**config.mk**
```make
export PLATFORM = sky130hd
export DESIGN_NAME = led_twinkle_fader_core
export DESIGN_NICKNAME = d
export VERILOG_FILES = /design/src/ltf_pkg.sv /design/src/ltf_ctrl.sv /design/src/ltf_datapath.sv /design/src/led_twinkle_fader_core.sv
export SDC_FILE = /design/constraint.sdc
export NUM_CORES = 2
export LEC_CHECK = 0
export BUFFER_PORTS_ARGS = -buffer_cell sky130_fd_sc_hd__buf_4
export CAP_MARGIN = 20
export CELL_PAD_IN_SITES_DETAIL_PLACEMENT = 0
export CELL_PAD_IN_SITES_GLOBAL_PLACEMENT = 1
export CORE_ASPECT_RATIO = 1.25
export CORE_UTILIZATION = 52
export CTS_CLUSTER_DIAMETER = 60
export CTS_CLUSTER_SIZE = 24
export DETAILED_ROUTE_END_ITERATION = 12
export GPL_ROUTABILITY_DRIVEN = 1
export GPL_TIMING_DRIVEN = 0
export PLACE_DENSITY = 0.79
export SETUP_SLACK_MARGIN = 0.2
export SLEW_MARGIN = 20
export SYNTH_ARGS = -nofsm -noshare
export SYNTH_HDL_FRONTEND = slang
export SYNTH_HIERARCHICAL = 1
export SYNTH_SLANG_ARGS = --single-unit
```
**constraint.sdc**
```tcl
create_clock -name clk_i -period 11.79 [get_ports clk_i]
set_input_delay 1.179 -clock clk_i [delete_from_list [all_inputs] [get_ports clk_i]]
set_output_delay 1.179 -clock clk_i [all_outputs]
set_load 0.02 [all_outputs]
```
**src/ltf_pkg.sv**
```systemverilog
package ltf_pkg;

  // Default build of the LED string
  localparam int unsigned LedCountDef = 32;
  localparam int unsigned TimeBitsDef = 16;

  // Fixed field widths
  localparam int unsigned IdxOutW  = 6;
  localparam int unsigned LevelW   = 8;
  localparam int unsigned ColorW   = 24;
  localparam int unsigned PeriodW  = 15;
  localparam int unsigned CfgIdxW  = 3;
  localparam int unsigned CfgDataW = 24;

  // Register indexes of the configuration port
  localparam logic [CfgIdxW-1:0] RegMaxLevel    = 3'd0;
  localparam logic [CfgIdxW-1:0] RegBaseColor   = 3'd1;
  localparam logic [CfgIdxW-1:0] RegChoosePer   = 3'd2;
  localparam logic [CfgIdxW-1:0] RegRisePer     = 3'd3;
  localparam logic [CfgIdxW-1:0] RegFallPer     = 3'd4;
  localparam logic [CfgIdxW-1:0] RegHoldTime    = 3'd5;

  // Register values after reset
  localparam logic [LevelW-1:0]  MaxLevelRst   = 8'd200;
  localparam logic [ColorW-1:0]  BaseColorRst  = 24'hFFC58F;
  localparam logic [PeriodW-1:0] ChoosePerRst  = 15'd15;
  localparam logic [PeriodW-1:0] RisePerRst    = 15'd2;
  localparam logic [PeriodW-1:0] FallPerRst    = 15'd4;
  localparam logic [PeriodW-1:0] HoldTimeRst   = 15'd3000;

  // Controller states
  typedef enum logic [1:0] {
    StIdle,
    StPrep,
    StCalc,
    StSend
  } ctrl_state_e;

  // Commands from the controller to the datapath
  typedef struct packed {
    logic take;     // input beat accepted: run the timers and the choose step
    logic calc;     // update the current LED and load the result register
    logic advance;  // result beat taken: move on to the next LED
  } ltf_cmd_t;

  // Status from the datapath to the controller
  typedef struct packed {
    logic last;     // the current LED is the final one of the string
  } ltf_sts_t;

endpackage

```
**src/ltf_ctrl.sv**
```systemverilog
module ltf_ctrl (
  input  logic              clk_i,
  input  logic              rst_ni,
  input  logic              in_valid_i,
  output logic              in_ready_o,
  output logic              out_valid_o,
  input  logic              out_ready_i,
  input  ltf_pkg::ltf_sts_t sts_i,
  output ltf_pkg::ltf_cmd_t cmd_o
);
  import ltf_pkg::*;

  ctrl_state_e state_q, state_d;

  // State register
  always_ff @(posedge clk_i or negedge rst_ni) begin
    if (!rst_ni) begin
      state_q <= StIdle;
    end else begin
      state_q <= state_d;
    end
  end

  // Next state and commands
  always_comb begin
    state_d     = state_q;
    cmd_o       = '0;
    in_ready_o  = 1'b0;
    out_valid_o = 1'b0;
    case (state_q)
      StIdle: begin
        in_ready_o = 1'b1;
        if (in_valid_i) begin
          cmd_o.take = 1'b1;
          state_d    = StPrep;
        end
      end
      StPrep: begin
        state_d = StCalc;
      end
      StCalc: begin
        cmd_o.calc = 1'b1;
        state_d    = StSend;
      end
      StSend: begin
        out_valid_o = 1'b1;
        if (out_ready_i) begin
          cmd_o.advance = 1'b1;
          state_d       = sts_i.last ? StIdle : StCalc;
        end
      end
      default: begin
        state_d = StIdle;
      end
    endcase
  end

endmodule

```
**src/ltf_datapath.sv**
```systemverilog
module ltf_datapath #(
  parameter int unsigned LED_COUNT = ltf_pkg::LedCountDef,
  parameter int unsigned TIME_BITS = ltf_pkg::TimeBitsDef
) (
  input  logic                          clk_i,
  input  logic                          rst_ni,
  input  logic                          cfg_we_i,
  input  logic [ltf_pkg::CfgIdxW-1:0]   cfg_index_i,
  input  logic [ltf_pkg::CfgDataW-1:0]  cfg_data_i,
  input  logic [ltf_pkg::IdxOutW-1:0]   random_led_i,
  input  ltf_pkg::ltf_cmd_t             cmd_i,
  output ltf_pkg::ltf_sts_t             sts_o,
  output logic [ltf_pkg::IdxOutW-1:0]   led_index_o,
  output logic [ltf_pkg::LevelW-1:0]    red_out_o,
  output logic [ltf_pkg::LevelW-1:0]    green_out_o,
  output logic [ltf_pkg::LevelW-1:0]    blue_out_o,
  output logic                          last_led_o
);
  import ltf_pkg::*;

  localparam int unsigned IdxW = (LED_COUNT > 1) ? $clog2(LED_COUNT) : 1;
  localparam int unsigned CmpW = (TIME_BITS > PeriodW) ? TIME_BITS : PeriodW;

  // Configuration registers
  logic [LevelW-1:0]  max_level_q;
  logic [ColorW-1:0]  base_color_q;
  logic [PeriodW-1:0] choose_per_q;
  logic [PeriodW-1:0] rise_per_q;
  logic [PeriodW-1:0] fall_per_q;
  logic [PeriodW-1:0] hold_time_q;

  // Tick timers
  logic [TIME_BITS-1:0] now_q, now_d;
  logic [TIME_BITS-1:0] last_choose_q, last_rise_q, last_fall_q;
  logic                 rise_q, fall_q;
  logic                 choose_fire, rise_fire, fall_fire;
  logic                 pick_ok;
  logic [IdxW-1:0]      pick_idx;

  // Per-LED state
  logic [LED_COUNT-1:0] lit_q;
  logic [LED_COUNT-1:0] lvl_vld_q;
  logic [LevelW-1:0]    lvl_mem [LED_COUNT];
  logic [TIME_BITS-1:0] stamp_mem [LED_COUNT];
  logic [LevelW-1:0]    lvl_rd_q;
  logic                 lvl_rd_vld_q;
  logic [TIME_BITS-1:0] stamp_rd_q;

  // LED walk
  logic [IdxW-1:0]      cnt_q, cnt_d;
  logic                 cnt_last;

  // Per-LED update
  logic [LevelW-1:0]    lvl_cur, lvl_new;
  logic                 lit_new;
  logic                 hold_over;
  logic [TIME_BITS-1:0] hold_diff;
  logic [2*LevelW-1:0]  red_prod, green_prod, blue_prod;

  // Result register
  logic [IdxOutW-1:0]   led_index_q;
  logic [LevelW-1:0]    red_q, green_q, blue_q;
  logic                 last_led_q;

  // Configuration writes, masked to each register's width
  always_ff @(posedge clk_i or negedge rst_ni) begin
    if (!rst_ni) begin
      max_level_q  <= MaxLevelRst;
      base_color_q <= BaseColorRst;
      choose_per_q <= ChoosePerRst;
      rise_per_q   <= RisePerRst;
      fall_per_q   <= FallPerRst;
      hold_time_q  <= HoldTimeRst;
    end else if (cfg_we_i) begin
      case (cfg_index_i)
        RegMaxLevel:  max_level_q  <= cfg_data_i[LevelW-1:0];
        RegBaseColor: base_color_q <= cfg_data_i[ColorW-1:0];
        RegChoosePer: choose_per_q <= cfg_data_i[PeriodW-1:0];
        RegRisePer:   rise_per_q   <= cfg_data_i[PeriodW-1:0];
        RegFallPer:   fall_per_q   <= cfg_data_i[PeriodW-1:0];
        RegHoldTime:  hold_time_q  <= cfg_data_i[PeriodW-1:0];
        default: begin
        end
      endcase
    end
  end

  // Interval decisions for the incoming tick, all taken against the new time
  always_comb begin
    now_d       = now_q + TIME_BITS'(1);
    choose_fire = CmpW'(TIME_BITS'(now_d - last_choose_q)) > CmpW'(choose_per_q);
    rise_fire   = CmpW'(TIME_BITS'(now_d - last_rise_q))   > CmpW'(rise_per_q);
    fall_fire   = CmpW'(TIME_BITS'(now_d - last_fall_q))   > CmpW'(fall_per_q);
    pick_ok     = choose_fire && (7'(random_led_i) < 7'(LED_COUNT));
    pick_idx    = random_led_i[IdxW-1:0];
  end

  // Timer registers and rise and fall flags for the walk
  always_ff @(posedge clk_i or negedge rst_ni) begin
    if (!rst_ni) begin
      now_q         <= '0;
      last_choose_q <= '0;
      last_rise_q   <= '0;
      last_fall_q   <= '0;
      rise_q        <= 1'b0;
      fall_q        <= 1'b0;
    end else if (cmd_i.take) begin
      now_q  <= now_d;
      rise_q <= rise_fire;
      fall_q <= fall_fire;
      if (choose_fire) begin
        last_choose_q <= now_d;
      end
      if (rise_fire) begin
        last_rise_q <= now_d;
      end
      if (fall_fire) begin
        last_fall_q <= now_d;
      end
    end
  end

  // LED counter; the memories are read at the next counter value
  assign cnt_last = (cnt_q == IdxW'(LED_COUNT - 1));
  assign sts_o.last = cnt_last;

  always_comb begin
    cnt_d = cnt_q;
    if (cmd_i.advance) begin
      cnt_d = cnt_last ? '0 : cnt_q + IdxW'(1);
    end
  end

  // Lit flags, level valid bits and counter
  always_ff @(posedge clk_i or negedge rst_ni) begin
    if (!rst_ni) begin
      cnt_q        <= '0;
      lit_q        <= '0;
      lvl_vld_q    <= '0;
      lvl_rd_vld_q <= 1'b0;
    end else begin
      cnt_q        <= cnt_d;
      lvl_rd_vld_q <= lvl_vld_q[cnt_d];
      if (cmd_i.take && pick_ok) begin
        lit_q[pick_idx] <= 1'b1;
      end
      if (cmd_i.calc) begin
        lit_q[cnt_q]     <= lit_new;
        lvl_vld_q[cnt_q] <= 1'b1;
      end
    end
  end

  // Level and stamp memories with registered reads
  always_ff @(posedge clk_i) begin
    lvl_rd_q   <= lvl_mem[cnt_d];
    stamp_rd_q <= stamp_mem[cnt_d];
    if (cmd_i.calc) begin
      lvl_mem[cnt_q] <= lvl_new;
    end
    if (cmd_i.take && pick_ok) begin
      stamp_mem[pick_idx] <= now_d;
    end
  end

  // Rise step, then fall step, then colour scaling for the current LED
  always_comb begin
    lvl_cur   = lvl_rd_vld_q ? lvl_rd_q : '0;
    hold_diff = now_q - stamp_rd_q;
    hold_over = CmpW'(hold_diff) > CmpW'(hold_time_q);
    lvl_new   = lvl_cur;
    lit_new   = lit_q[cnt_q];
    if (rise_q && lit_q[cnt_q]) begin
      if (lvl_cur < max_level_q) begin
        lvl_new = lvl_cur + LevelW'(1);
      end else if (hold_over) begin
        lit_new = 1'b0;
      end
    end
    if (fall_q && !lit_new && (lvl_new != '0)) begin
      lvl_new = lvl_new - LevelW'(1);
    end
    red_prod   = (2*LevelW)'(base_color_q[23:16]) * (2*LevelW)'(lvl_new);
    green_prod = (2*LevelW)'(base_color_q[15:8]) * (2*LevelW)'(lvl_new);
    blue_prod  = (2*LevelW)'(base_color_q[7:0]) * (2*LevelW)'(lvl_new);
  end

  // Result register, held until the beat is taken
  always_ff @(posedge clk_i) begin
    if (cmd_i.calc) begin
      led_index_q <= IdxOutW'(cnt_q);
      red_q       <= red_prod[2*LevelW-1:LevelW];
      green_q     <= green_prod[2*LevelW-1:LevelW];
      blue_q      <= blue_prod[2*LevelW-1:LevelW];
      last_led_q  <= cnt_last;
    end
  end

  assign led_index_o = led_index_q;
  assign red_out_o   = red_q;
  assign green_out_o = green_q;
  assign blue_out_o  = blue_q;
  assign last_led_o  = last_led_q;

endmodule

```
**src/led_twinkle_fader_core.sv**
```systemverilog
// Twinkling LED string fader. Each input beat is one millisecond tick that
// carries a random LED index; the block then sends one scaled RGB result beat
// per LED, in index order, with last_led high on the final one. A tick runs
// in steps: take the tick and run the three interval timers, prime the level
// and stamp memories, then for every LED update it from the registered
// memory read and offer its result beat. The single read port of the per-LED
// memories and the one-deep result register make the walk go one LED at a
// time, and any stall on the result side holds it. The next tick is taken
// only once the last result beat of the current tick has gone. Configuration
// is written through a plain write port and should only change between ticks.
module led_twinkle_fader_core #(
  parameter int unsigned LED_COUNT = ltf_pkg::LedCountDef,
  parameter int unsigned TIME_BITS = ltf_pkg::TimeBitsDef
) (
  input  logic                          clk_i,
  input  logic                          rst_ni,
  input  logic                          cfg_we_i,
  input  logic [ltf_pkg::CfgIdxW-1:0]   cfg_index_i,
  input  logic [ltf_pkg::CfgDataW-1:0]  cfg_data_i,
  input  logic                          in_valid_i,
  output logic                          in_ready_o,
  input  logic [ltf_pkg::IdxOutW-1:0]   random_led_i,
  output logic                          out_valid_o,
  input  logic                          out_ready_i,
  output logic [ltf_pkg::IdxOutW-1:0]   led_index_o,
  output logic [ltf_pkg::LevelW-1:0]    red_out_o,
  output logic [ltf_pkg::LevelW-1:0]    green_out_o,
  output logic [ltf_pkg::LevelW-1:0]    blue_out_o,
  output logic                          last_led_o
);
  import ltf_pkg::*;

  ltf_cmd_t cmd;
  ltf_sts_t sts;

  // Sequencer
  ltf_ctrl u_ctrl (
    .clk_i       (clk_i),
    .rst_ni      (rst_ni),
    .in_valid_i  (in_valid_i),
    .in_ready_o  (in_ready_o),
    .out_valid_o (out_valid_o),
    .out_ready_i (out_ready_i),
    .sts_i       (sts),
    .cmd_o       (cmd)
  );

  // Timers, per-LED state and colour scaling
  ltf_datapath #(
    .LED_COUNT (LED_COUNT),
    .TIME_BITS (TIME_BITS)
  ) u_datapath (
    .clk_i        (clk_i),
    .rst_ni       (rst_ni),
    .cfg_we_i     (cfg_we_i),
    .cfg_index_i  (cfg_index_i),
    .cfg_data_i   (cfg_data_i),
    .random_led_i (random_led_i),
    .cmd_i        (cmd),
    .sts_o        (sts),
    .led_index_o  (led_index_o),
    .red_out_o    (red_out_o),
    .green_out_o  (green_out_o),
    .blue_out_o   (blue_out_o),
    .last_led_o   (last_led_o)
  );

  // A tick is never taken while a result beat is on offer.
  assert property (@(posedge clk_i) disable iff (!rst_ni)
    !(in_ready_o && out_valid_o))
    else $error("tick taken while a result beat is pending");

  // Once the final beat of a tick has gone, the block is ready for the next.
  assert property (@(posedge clk_i) disable iff (!rst_ni)
    (out_valid_o && out_ready_i && last_led_o) |=> in_ready_o)
    else $error("block not ready after the final beat of a tick");

  // The beat after a non-final one carries the next LED index.
  assert property (@(posedge clk_i) disable iff (!rst_ni)
    (out_valid_o && out_ready_i && !last_led_o) |=> ##1
      (led_index_o == IdxOutW'($past(led_index_o, 2) + IdxOutW'(1))))
    else $error("LED index did not step by one");

endmodule
```
* Word level (Yosys, flattened, before mapping) *
Memory sizes are Yosys's and may differ from the RTL's. A register that Yosys moved wholly into a read port is not among the register bits.
Cells that the tools add are included.

cells by class
  add/sub/neg operators = 8
  multipliers = 3
  divide/modulo/power cells = 0
  order comparisons = 11
  eq/ne operators = 11
  shifts and indexed selects = 0
  multiplexer cells = 35
  bitwise operators = 2
  reductions and logical operators = 21

operators by type and width
  kind                     number
  $gt A16 B15 Y1           4
  $mux W32                 2
  $or A32 B32 Y32          2
  $sub A16 B16 Y16         4
  $mul A8 B8 Y16           3
  $bwmux W32               1
  $mux W8                  4
  $reduce_and A2 Y1        10
  $lt A5 B6 Y1 const B     3
  $mux W1                  18
  $add A16 B1 Y16 const B  1
  $bmux W1 S5              2
  $demux W1 S5             2
  $ge A5 B1 Y1 const B     2
  $mux W5                  2
  $add A8 B1 Y8 const B    1
  $lt A8 B8 Y1             1
  $pmux W2 S4              1
  $reduce_bool A8 Y1       1
  $sub A8 B1 Y8 const B    1
  $logic_and A1 B1 Y1      7
  $eq A3 B2 Y1 const B     2
  $eq A3 B3 Y1 const B     2
  $lt A6 B6 Y1 const B     1
  10 further kinds         14

word-level totals
  bits in registers = 260
  bits in latches = 0
  bits in writable memories = 768
  bits in read-only memories = 0
  input bits = 38
  output and inout bits = 33
  memories = 2

memories
  memory                depth  width  read ports  clocked after memory_dff  write ports  RTL line            source
  u_datapath.stamp_mem  32     16     1           1                         1            ltf_datapath.sv:44  logic [TIME_BITS-1:0] stamp_mem [LED_COUNT];
  u_datapath.lvl_mem    32     8      1           1                         1            ltf_datapath.sv:43  logic [LevelW-1:0] lvl_mem [LED_COUNT];

* Depth between registers and ports, before layout *
  word-level depth = 10
  gate-level depth with buffers = 47
  gate-level depth less buffers = 45

* By module *
Netlist, hierarchy kept.

by module, submodules not included
  module        instances  cells each  area an instance (sq um)
  ltf_datapath  1          4583        52112.5
  ltf_ctrl      1          11          115.1

* Least setup slack after synthesis *
OpenSTA, ideal clock, no wires.

  path kind = register -> register
  start point = register u_datapath.now_q[0]
  end point = register u_datapath.red_q[7], in the netlist u_datapath/red_out_o[7], data pin
  setup time = 0.260 ns
  arrival = 9.619 ns
  data required time = 11.530 ns
  setup slack = 1.911 ns
  cell stages (with the launch flop) = 47
  buffers on the path = 2
  clock period less this slack = 9.879 ns
  cell sequence = dfrtp_1 -> inv_1 -> ha_1 -> fa_1 -> nor2b_1 -> o21ai_0 -> a21boi_0 -> o21ai_0 -> a21boi_0 -> o21ai_0 -> a21boi_0 -> o21ai_0 -> a21boi_0 -> o21ai_0 -> nand2_1 -> o311ai_0 -> ha_1 -> nand4_1 -> [11 not listed] -> clkbuf_1 -> nand2_1 -> fa_1 -> fa_1 -> inv_1 -> fa_1 -> inv_1 -> fa_1 -> inv_1 -> ha_1 -> o21ai_0 -> nand2b_1 -> a21oi_1 -> a31o_2 -> a31oi_1 -> a41o_1 -> o41a_1 -> xnor2_1

between the ends
  longest elaborated chain between the ends = 10

ends and longest elaborated chain
  item                               RTL line             source
  start: declaration                 ltf_datapath.sv:33   logic [TIME_BITS-1:0] now_q, now_d;
  start signal: assignment           ltf_datapath.sv:108  now_q <= now_d;
  $sub A16 B16 Y16                   ltf_datapath.sv:169  hold_diff = now_q - stamp_rd_q;
  $gt A16 B15 Y1                     ltf_datapath.sv:170  hold_over = CmpW'(hold_diff) > CmpW'(hold_time_q);
  $mux W1                            ltf_datapath.sv:176  end else if (hold_over) begin
  $mux W1                            ltf_datapath.sv:174  if (lvl_cur < max_level_q) begin
  $mux W1                            ltf_datapath.sv:173  if (rise_q && lit_q[cnt_q]) begin
  $logic_not A1 Y1                   ltf_datapath.sv:180  if (fall_q && !lit_new && (lvl_new != '0)) begin
  $logic_and A1 B1 Y1 (2 in series)  ltf_datapath.sv:180
  $mux W8                            ltf_datapath.sv:180
  via u_datapath.lvl_new[6]          ltf_datapath.sv:54   logic [LevelW-1:0] lvl_cur, lvl_new;
  $mul A8 B8 Y16                     ltf_datapath.sv:183  red_prod = (2*LevelW)'(base_color_q[23:16]) * (2*LevelW)'(lvl_new);
  via u_datapath.red_prod[15]        ltf_datapath.sv:58   logic [2*LevelW-1:0] red_prod, green_prod, blue_prod;
  end signal: assignment             ltf_datapath.sv:192  red_q <= red_prod[2*LevelW-1:LevelW];
  end: declaration                   ltf_datapath.sv:62   logic [LevelW-1:0] red_q, green_q, blue_q;

The timed path passes the listed nets, and every way through them passes these cells.
A chain may end at the register's enable or synchronous reset.

* Worst setup path in the final report *
Ends and elaborated chain as after synthesis.

==> summary.txt <==
Clocking
  – CTS Hold Bufs: 0
  – CTS H-Tree Depth: 3
  – Num CTS Buffers: 74
  – Clock Tree Root: clkbuf_16
  – Clk buf depth: 3
  – Clk pin slew, worst setup/hold paths: roughly 0.080 ns
  – Clk_lat worst skew: 0.67 ns
  – Sink Count: 1052
  – CTS tree: done

STA
  – Slew Limit Fails: 0
  – RSZ-0062 raised after global routing: yes
  – Setup violations, final: 0
  – Relative slew slack: 12.0%
  – WHS: 0.471 ns
  – Post-route clock skew: 0.0414 ns
  – Fin crit period: 10.64 ns
  – Worst slew pin tran: 1.31 ns
  – Final hold violation count: 0
  – Period utilization: roughly nine tenths
  – Max Freq: 0.0940 GHz

Drt
  – Drt via density: 5.86
  – Drt drc: 0
  – Wire per inst: roughly 24 um
  – Initial drt markers: 3349
  – Drt total wl: 150000 um
  – Antenna Nets Post-Route: 0
  – DRT Pass-1 Iters: 6
  – Via count: 36015

Finish
  – Area delta synth->final: 11.3%
  – Final Non-Filler Cells: between 6000 and 7000
  – Fillers: slightly above 8000
  – Layout cell share with drive strength beyond 1: 9.80%
  – NumNets Final: approximately 5200
  – Ant diodes: 0

Worst setup path
  – Critical Path AT: 11.03 ns
  – CP max stage delay: a little under 0.6 ns
  – Crit Path Max Fanout: 31
  – Crit start category: flip-flop
  – CP max-delay cell: dfrtp_1
  – CP Capture Type: flip-flop
  – Critical Path RT: 12.17 ns
  – CP Class: reg2reg

Global route
  – Vias in the first global route: 35742
  – Pin count of the biggest net entering global routing: 87
  – Antenna violations before repair: 2
  – Global Route Usage Sum: 29.8%
  – First-pass GRT wire length: 224000 um
  – Grt total ovfl: 0

Die
  – Die Y: 356 um
  – # rows: 129
  – Die width: 285 um
  – Total die area: 102000 um2
  – Core area: just under 100000 um2
  – IO Pins: 71
  – Initial cell density of the core: 52.6%

Synthesis
  – Sequential fraction of the synthesis area: 57.9%
  – Top cell type's share of synthesized area: a little under half
  – Most common cell in the netlist: nand2_1
  – Number of synthesized flops with an enable pin: between 700 and 800
  – Synthesized instance count: 4594
  – Most frequent cells after synthesis: nand2_1 (994), edfxtp_1 (798), inv_1 (345), nand3_1 (253), ha_1 (235)
  – Post-synth top flop: edfxtp_1
  – YS warnings: 6
  – Share of flip-flops with an asynchronous set or reset: 21.9%
  – Post-Syn Nets: 4976
  – Netlist cell types: 87
  – Mapped Area: 52200 um2
  – Synthesis-stage register bit count: 1052
  – Synth Area per Inst: 11.4 um2
  – Yosys top cell by area: edfxtp_1
  – Synth area leaders: edfxtp_1 (46%), dfrtp_1 (9.4%), nand2_1 (7.1%), ha_1 (5.6%), fa_1 (4.2%)

Hold path
  – Hold Path Class: reg2reg

Pwr
  – Pwr dens: 291 nW/um2
  – Worst VDD drop: about 0.00064 V
  – Static leakage: 23.8 nW

Run
  – # Max-Cap Violations: 0

Outcome
  – Status: complete, no violations

Placement
  – # port buffers: 69
  – Final Wtd Congestion: 0.975
  – Final HPWL DP: 110000 um
  – Inst Count DP: 6012
==> report_power, final <==
| part | switching (mW) | internal [mW] | leakage (nW) |
|---|---|---|---|
| sequential | 0.189 | 4.84 | 11.1 |
| combinational | 5.82 | 3.26 | 11.4 |
| clock | 1.46 | 1.32 | 1.24 |
| total | 7.46 | 9.43 | 23.8 |
==> cells in the final DEF, fill, tap and decap left out, types with 24 or more instances in the layout <==
master and n:
and2_1 161, mux2_2 90, inv_1 344, dfstp_2 33, clkbuf_1 210, edfxtp_1 798
dfrtp_1 197, a21oi_1 82, dfxtp_1 24, a22oi_1 27, or2_2 34, clkbuf_16 75
ha_1 234, nor2_1 137, o31ai_1 28, buf_4 72, xor2_1 24, a311oi_1 175
nand3_1 253, and3_1 123, nand2_1 994, xnor2_1 57, a31oi_1 30, fa_1 109
o21ai_0 109
==> area by class of cell <==
class,count,area [um2],share of cell area (%)
timing repair buffer,111,1340,2.31
tap,1310,1640,2.82
inverter,347,1310,2.25
buffer,226,908,1.56
sequential,1052,30200,52.0
multi-input combinational,2969,20100,34.6
clock inverter,49,654,1.13
clock buffer,85,1920,3.31
==> worst paths after layout <==
check,from,endpoint,slack (ns),cells past startpoint
max,u_datapath/now_q[0],u_datapath/red_out_o[7],1.15,43
min,u_datapath/lvl_vld_q[6],u_datapath/lvl_vld_q[6],0.47,1
max reg2reg,u_datapath/now_q[0],u_datapath/red_out_o[7],1.15,43
min reg2reg,u_datapath/lvl_vld_q[6],u_datapath/lvl_vld_q[6],0.47,1
max in group asynchronous,rst_ni,u_datapath/lvl_vld_q[6],9.94,3
min in group asynchronous,rst_ni,u_datapath/rise_per_q[10],0.54,1
==> stage by stage <==
step | setup WS (ns) | cell area, um2 | TNS (ns) | util [%] | power, mW
2_1_floorplan | 1.91 | 52200 | 0 | - | 11.1
3_3_place_gp | -1.85 | 54400 | -31.55 | 54.8 | 13.9
3_5_place_dp | 0.252 | 55400 | 0 | 55.9 | 14.1
4_1_cts | 0.248 | 58000 | 0 | 58.5 | 16.9
5_1_grt | 0.137 | 58100 | 0 | 58.6 | 18.2
6_report | 1.15 | 58100 | 0 | 58.6 | 16.9
==> cell families after synthesis <==
| group | after synthesis | synth area share, % |
|---|---|---|
| mux | 110 | 2.44 |
| fa+ha+maj | 344 | 9.81 |
| other cells | 1 | 0.00718 |
| buf+inv | 573 | 4.17 |
| simple gates | 1838 | 16.1 |
| compound gates | 577 | 7.92 |
| flops | 1052 | 57.9 |
| xor+xnor | 99 | 1.67 |
==> critical path: cells and delay by family (launching register included) <==
family / cells / cell delay, ns
AO/OA/AOI/OAI: 18 / 3.69
adder cells (fa/ha/maj): 8 / 3.30
buffers and inverters: 7 / 1.25
AND/OR/NAND/NOR: 8 / 0.89
XOR/XNOR: 2 / 0.65
flip-flops: 1 / 0.58
==> registers in the layout (all words and copies together) (netlist names), 16 cells and up <==
signal                    cells
u_datapath/last_fall_q       16
u_datapath/lit_q             32
u_datapath/last_rise_q       16
u_datapath/stamp_rd_q        16
u_datapath/lvl_vld_q         32
u_datapath/base_color_q      24
u_datapath/stamp_mem        512
u_datapath/last_choose_q     16
u_datapath/now_q             16
u_datapath/lvl_mem          256
==> layer usage <==
layer	share of wire [%]	routed length (um)	up-vias	track usage (%)
li1	-	-	16551	-
met1	38	57800	17877	36.7
met2	50	74700	1266	51.9
met3	6.0	9090	319	3.48
met4	5.8	8730	2	15.2
met5	0.0053	8	-	0
==> timing repair <==
action                     CTS  global route
setup endpoints to repair    1            19
buffers inserted             0             1
hold endpoints to repair     0             0
resized for setup            1            16
pin swaps                    0             1
Note: power is estimated with default switching activity, not from simulation.
